`src/sv/sast_ram.sv`:
```
// Generic single-port-write, registered-read RAM.
module sast_ram #(
   parameter int WIDTH = 8,
   parameter int DEPTH = 16
) (
   input  logic clock,
   input  logic wr_en,
   input  logic [$clog2(DEPTH)-1:0] wr_addr,
   input  logic [WIDTH-1:0] wr_data,
   input  logic [$clog2(DEPTH)-1:0] rd_addr,
   output logic [WIDTH-1:0] rd_data
);
   logic [WIDTH-1:0] mem [DEPTH];

   always_ff @(posedge clock) begin
      if (wr_en) begin
         mem[wr_addr] <= wr_data;
      end
      rd_data <= mem[rd_addr];
   end
endmodule

```
`config.mk`:
```
export PLATFORM = sky130hd
export DESIGN_NAME = sast_ram
export DESIGN_NICKNAME = d
export VERILOG_FILES = /design/src/sv/sast_ram.sv
export SDC_FILE = /design/constraint.sdc
export NUM_CORES = 1
export LEC_CHECK = 0
export BUFFER_PORTS_ARGS = -buffer_cell sky130_fd_sc_hd__buf_2
export CORE_ASPECT_RATIO = 0.6
export CORE_MARGIN = 1
export CORE_UTILIZATION = 47
export DETAILED_ROUTE_END_ITERATION = 7
export PLACE_DENSITY = 0.74
export SYNTH_ARGS = -nofsm -noshare
export SYNTH_HDL_FRONTEND = slang
export SYNTH_SLANG_ARGS = --single-unit
```
`constraint.sdc`:
```
create_clock -name clock -period 3.5 [get_ports clock]
set_clock_uncertainty 0.2 [all_clocks]
set_input_delay 0.7 -clock clock [delete_from_list [all_inputs] [get_ports clock]]
set_output_delay 0.7 -clock clock [all_outputs]
set_load 0.05 [all_outputs]
```
# [Yosys cells after proc, flatten, opt, wreduce, memory -nomap -nowiden]
# Memory sizes are Yosys's and may differ from the RTL's. A register that Yosys moved wholly into a read port is not among the register bits.
# Index checks and enable logic that the tools add are counted.
[word_totals] n_memories=1 out_inout_bits=8 wordCells=3 in_bits=18 ff_bits=0 ram_bits=128
[memory_table] memory="mem" words=16 width=8 read_ports=1 rd_ports_with_merged_regs=1 wr=1 line="13" source="logic [WIDTH-1:0] mem [DEPTH];"
[classes] muxes=2
[ops] cell="$mux W1" count=2

# [Longest topological paths before layout]
# Gate-level depths: netlist (run 1).
[logic_depth] word_depth=2 depth_mapped=5 depth_no_buf=3

# [Worst setup path before layout (run 1)]
# No wires, ideal clock.
[synth_path] path_type="input to register" startpoint="input port wr_addr[2]" endpoint="memory mem[0][0] (enable)" arrival_ps=1810 path_buffers=0 cell_stages=2 t_required_ps=2917 slack_ps=1107 path_cell_list="or3b_2 > nor3_1"
[synth_rtl] element="from (decl)" line="8" source="input logic [$clog2(DEPTH)-1:0] wr_addr,"
[synth_rtl] element="to (decl)" line="13"
# No word-level cell before the write port.

# [Final worst setup path (run 1)]
[layout_path] startpoint="input port wr_addr[2]" endpoint="memory mem[1][2] (enable)"
# No word-level cell before the write port.

==> results of run 1 <==
-- where the power goes --
group          internal (mW)  leakage (nW)  total [mW]  switching [mW]
logic                 0.0677         0.529       0.197           0.129
clock network           1.12         0.279        1.79           0.669
registers               1.82          1.22        1.83          0.0122
total                   3.01          2.03        3.82           0.811
-- how the worst min path moves through the flow --
stage | start | slack, ns | cells past startpoint | to
2_1_floorplan | mem[7][0] | 0.43 | 3 | rd_data[0]
3_3_place_gp | mem[8][3] | 0.45 | 3 | rd_data[3]
3_5_place_dp | mem[8][2] | 0.47 | 3 | rd_data[2]
4_1_cts | wr_data[4] | 0.46 | 1 | mem[13][4]
5_1_grt | wr_data[5] | 0.47 | 1 | mem[1][5]
6_report | wr_data[5] | 0.47 | 1 | mem[13][5]
-- sequential cells by signal (all words and copies together), names as in the netlist --
signal,cells
rd_data,8
mem,128
-- synth_stat cells --
cell type and n:
a22oi_1 16, and2_1 1, and2b_1 1, buf_2 3, buf_4 1, buf_6 3
clkdlybuf4s25_2 3, dfxtp_1 8, edfxtp_1 128, mux4_1 14, mux4_2 18, nand2_1 9
nand2b_1 2, nand3_1 1, nand3b_1 2, nor2_1 13, nor2b_1 1, nor3_1 4
or3b_2 1
-- per-layer routing --
| metal | vias to the layer above | track usage (%) |
|---|---|---|
| met3 | 18 | 8.06 |
| met2 | 78 | 27.9 |
| met4 | 0 | 9.29 |
| li1 | 1067 | - |
| met5 | - | 0 |
| met1 | 1254 | 29.2 |
-- worst reg2reg max path: stages (launching register included) --
cell	delay, ns
edfxtp_1	0.40
mux4_1	0.53
a22oi_1	0.25
nand2_1	0.08
-- logic make-up after synthesis --
family	Yosys count	share of synthesized area (%)
AOI/OAI and AO/OA	16	2.33
buffers and inverters	10	1.68
DFF	136	77.8
muxes	32	15.0
and+or+nand+nor	35	3.18
-- cell type report --
class / count / area, um2
well taps: 139 / 174
clock inverters: 15 / 176
clock buffers: 17 / 425
repair buffers: 36 / 208
multi-input cells: 83 / 1060
flip-flops and latches: 136 / 4000
fillers: 765 / 4550
-- metrics by stage --
step                std cells  instance area [um2]  utilization [%]  setup WS, ns
floorplan                 229                 5150                -          1.11
global placement          394                 5440             51.4         0.862
finish                    426                 6040             57.1          1.29
global route              426                 6040             57.1          1.21
CTS                       426                 6040             57.1          1.28
detailed placement        394                 5440             51.4         0.844
==> results_dict.tcl, run 1 <==
set metrics [dict create \
    nets 292 \
    start_util_pct 48.6 \
    syn_area_um2 5150 \
    final_common_cell "edfxtp_1" \
    setup-tns-final_ns 0 \
    total_leakage_power_nw 2.03 \
    clk_latency_ns 0.42 \
    cp-endpoint "mem[1][2]" \
    power_density_nw_per_um2 632 \
    routed_wl_um 10100 \
    yosysUniqueCellTypes 19 \
    syn_area_per_cell_um2 22.5 \
    routed_via_density 5.67 \
    setup.worst_path.end_class "flip-flop" \
    netlist_top_cells_area "edfxtp_1, mux4_2, mux4_1" \
    core_um2 10600 \
    r2r_cells 3 \
    wl_met3_um 791 \
    slowest_delay_ns 0.72 \
    synth_warnings 0 \
    io_pins 26 \
    cts-resized-gates 0 \
    max_freq_mhz 452 \
    layout-drive-gt1-share_pct 30.0 \
    drc 0 \
    status "completed" \
    wl_per_cell_um 23.7 \
    slowest_stage "nor2_1" \
    period_needed_ns 2.21 \
    cp.required_ns 3.34 \
    worstSetupPathType "primary input to flip-flop" \
    place.gp.congestion 0.816 \
    clock_sinks 136 \
    ant_nets 0 \
    hold_viol_final 0 \
    vdd_drop_max_mv 0.379 \
    route.top_layer_used "met4" \
    grtUsageTotal_pct 20.5 \
    min_path_type "primary input to flip-flop" \
    cp_top_family "simple AND/OR/NAND/NOR gates" \
    rrSetupSlack_ns 1.93 \
    worstSetupPathDepth 3 \
    synthCells 229 \
    relSlewSlack_pct 37.6 \
    area_delta_synth_final_pct 17.4 \
    hold_buffers 0 \
    first_global_vias 2558 \
    drt-pass1-iter-count 4 \
    reg2reg_to "rd_data[3]" \
    rsz0062_at_grt "false" \
    clockRootBuffer "clkbuf_16" \
    path_buf_inv 1 \
    wl_met1_um 4510 \
    die_area_um2 11400 \
    overflow 0 \
    final_cell_mix "edfxtp_1, buf_2, mux4_2" \
    cap_violations 0 \
    synth_seq_area_share_pct 77.8 \
    synth_largest_area_cell "edfxtp_1" \
    io_buffers 25 \
    worstSetupStartpoint "wr_addr[2]" \
    fp-row-count 29 \
    die_h_um 83.1 \
    grt_pass1_wl_um 15600 \
    synth_top_area_share_pct 74.7 \
    finalSetupViolCount 0 \
    diodes 0 \
    path_clk_slew_ns 0.06 \
    tightest_slew_ns 0.932 \
    whs_ns 0.468 \
    die_w_um 137 \
    cts_tree "yes" \
    crit_chain "buf_2 > or3b_2 > nor2_1" \
    post-route-period-util_pct 63.2 \
    cts_buffers 17 \
    drtIter0Drc 186 \
    cp-start-kind "primary input" \
    max-clock-path-buffers 2 \
    routed-wl-met2_um 4640 \
    cp_max_fo 8 \
    antenna_found_initial 0 \
    r2r_start "mem[1][3]" \
    htreeDepth 4 \
    vias 2417 \
    ys_seq_elements 136 \
    hpwl_um 6330 \
    drv_slew 0 \
    crit_arrival_ns 2.05 \
    syn_nets 247 \
    grt_max_degree 33 \
    cts_setup_buffers 0 \
    power_mw 3.82 \
]
No activity file was read; power rests on OpenSTA's default activity.
==> inputs of run 2 (changes only) <==
--- a/config.mk
+++ b/config.mk
@@ -5,6 +5,7 @@
 export SDC_FILE = /design/constraint.sdc
 export NUM_CORES = 1
 export LEC_CHECK = 0
+export ABC_AREA = 1
 export BUFFER_PORTS_ARGS = -buffer_cell sky130_fd_sc_hd__buf_2
 export CORE_ASPECT_RATIO = 0.6
 export CORE_MARGIN = 1
==> constraint.sdc (replaced) <==
create_clock -name clock -period 2.1 [get_ports clock]
set_clock_uncertainty 0.2 [all_clocks]
set_input_delay 0.42 -clock clock [delete_from_list [all_inputs] [get_ports clock]]
set_output_delay 0.42 -clock clock [all_outputs]
set_load 0.05 [all_outputs]
==> run 2 against run 1 <==
  * Combinational power increased by 120%
  * Routed wire length increased by 32%
  * Non-clock buffer count increased by 12
  * Global-route usage increased by 2.0 points
  * Power increased by 76%
  * First-iteration DRC count increased to 2.8 times the previous value
  * Critical path type is now flip-flop to primary output
==> results_dict.tcl, run 2 <==
set metrics [dict create \
    antenna_found_initial 0 \
    max-clock-path-buffers 2 \
    routed_via_density 5.10 \
    relSlewSlack_pct 61.1 \
    rrSetupSlack_ns 0.76 \
    min_path_type "primary input to flip-flop" \
    drc 0 \
    clk_latency_ns 0.41 \
    largest_register "mem" \
    fin_ws_ns 0.397 \
    wl_met3_um 1400 \
    cts_tree "yes" \
    cp_top_family "flip-flops" \
    fin_cells 767 \
    syn_area_per_cell_um2 10.5 \
    path_buf_inv 1 \
    first_global_vias 3561 \
    crit_arrival_ns 1.08 \
    ys_seq_elements 136 \
    ff_latch_area_um2 4000 \
    worstSetupPathType "flip-flop to primary output" \
    synth_edf_count 128 \
    power_density_nw_per_um2 992 \
    reg2reg_to "rd_data[2]" \
    tightest_slew_ns 0.582 \
    period_needed_ns 1.70 \
    setup-tns-final_ns 0 \
    vias 3909 \
    routed_wl_um 13400 \
    syn_area_um2 5770 \
    yosysUniqueCellTypes 12 \
    synth_warnings 0 \
    power_mw 6.73 \
    synth-main-ff-cell "edfxtp_1" \
    final_common_cell "nand2_1" \
    start_util_pct 49.6 \
    crit_chain "buf_2" \
    hold_buffers 0 \
    netlist_top_cells_area "edfxtp_1, nand2_1, nand3_1" \
    core_um2 11600 \
    clockRootBuffer "clkbuf_16" \
    status "completed" \
    hpwl_um 8360 \
    nets 612 \
    slowest_delay_ns 0.38 \
    wl_per_cell_um 17.5 \
    drt-pass1-iter-count 5 \
    max_freq_mhz 587 \
    rsz0062_at_grt "false" \
    synth_top_area_share_pct 66.7 \
    ys_top_cells_by_count "nand2_1, edfxtp_1, inv_1" \
    routed-wl-met2_um 5560 \
    io_buffers 25 \
    ant_nets 0 \
    synth_largest_area_cell "edfxtp_1" \
    cts_buffers 17 \
    ys_async_sr_fraction_pct 0 \
    grt_pass1_wl_um 20400 \
    slowest_stage "dfxtp_1" \
    finalSetupViolCount 0 \
    post-route-period-util_pct 81.1 \
    worstSetupPathDepth 1 \
    synthCells 551 \
    cap_violations 0 \
    multi_input_area_um2 1210 \
    place.gp.congestion 0.831 \
    die_w_um 145 \
    overflow 0 \
    htreeDepth 4 \
    final_cell_mix "nand2_1, edfxtp_1, inv_1" \
    cp_max_fo 1 \
    die_area_um2 12700 \
    synth.most_common_cell "nand2_1" \
    setup.worst_path.end_class "primary output" \
    r2r_cells 6 \
    vdd_drop_max_mv 0.619 \
    post-place-ws_ns 0.259 \
    fp-row-count 30 \
    cts-resized-gates 0 \
    io_pins 26 \
    diodes 0 \
    grtUsageTotal_pct 22.5 \
    total_leakage_power_nw 2.96 \
    r2r_start "mem[2][2]" \
    path_clk_slew_ns 0.06 \
    nFillCells 965 \
    placed_cells 735 \
    final_util_pct 58.3 \
    reg_top3 "mem: 128 flops, rd_data: 8 flops" \
    cp-start-kind "flip-flop" \
    largest_register_ffs 128 \
    hold_viol_final 0 \
    cp-endpoint "rd_data[3]" \
    drtIter0Drc 527 \
    die_h_um 87.8 \
    final_area_um2 6790 \
    synth_seq_area_share_pct 69.4 \
    worstSetupStartpoint "rd_data[3]" \
    place_area_um2 6140 \
    layout-drive-gt1-share_pct 13.3 \
    area_delta_synth_final_pct 17.7 \
    cp.required_ns 1.48 \
    grt_max_degree 65 \
    clock_sinks 136 \
    whs_ns 0.163 \
    cts_setup_buffers 0 \
    wl_met1_um 6260 \
    route.top_layer_used "met4" \
    syn_nets 569 \
    drv_slew 0 \
]
## run 2: changes by cell type in the layout (fill, tap and decap cells not counted), moves of 14 or more
cell and change:
mux4_1 -14, mux4_2 -18, nand3_1 +96, nand2_1 +164, inv_1 +100, a22oi_1 -16
## run 2: final cells by class
class                           instances  area share (%)
Clock inverter                         15            3.32
Inverter                              102            5.64
Sequential cell                       136            59.0
Clock buffer                           17            6.27
Timing Repair Buffer                   48            4.94
Multi-Input combinational cell        289            17.9
Tap cell                              160            2.95
## run 2: worst reg2reg max path, cell delays in order (launching register included)
cell and delay, ns:
edfxtp_1 0.37, inv_1 0.07, nand2_1 0.06, nand3_1 0.10
nand3_1 0.19, nand3_1 0.17, nand2_1 0.06
## run 2: kinds of logic after synthesis
group,count (synthesis),synth area share (%)
AND/OR/NAND/NOR,289,21.0
buffers and inverters,126,9.52
flip-flops,136,69.4
## run 2: how the worst min path moves through the flow
| stage | startpoint | cells past startpoint | to | slack, ns |
|---|---|---|---|---|
| after floorplan | wr_data[0] | 0 | mem[0][0] | 0.32 |
| after global placement | mem[6][2] | 6 | rd_data[2] | 0.45 |
| after detailed placement | mem[9][3] | 6 | rd_data[3] | 0.48 |
| after CTS | rd_addr[3] | 3 | rd_data[0] | 0.15 |
| after global routing | rd_addr[3] | 3 | rd_data[3] | 0.16 |
| final | rd_addr[3] | 3 | rd_data[0] | 0.16 |
## run 2: report_power, final
part | leakage, nW | internal, mW | switching [mW] | total, mW
clock network | 0.307 | 2.11 | 1.13 | 3.23
logic | 1.43 | 0.114 | 0.327 | 0.441
registers | 1.22 | 3.03 | 0.0214 | 3.06
total | 2.96 | 5.26 | 1.47 | 6.73
## run 2: per-layer routing
metal | track usage, % | vias up
li1 | - | 1861
met1 | 34.1 | 1838
met2 | 31.4 | 193
met3 | 5.94 | 17
met4 | 7.16 | 0
met5 | 0 | -
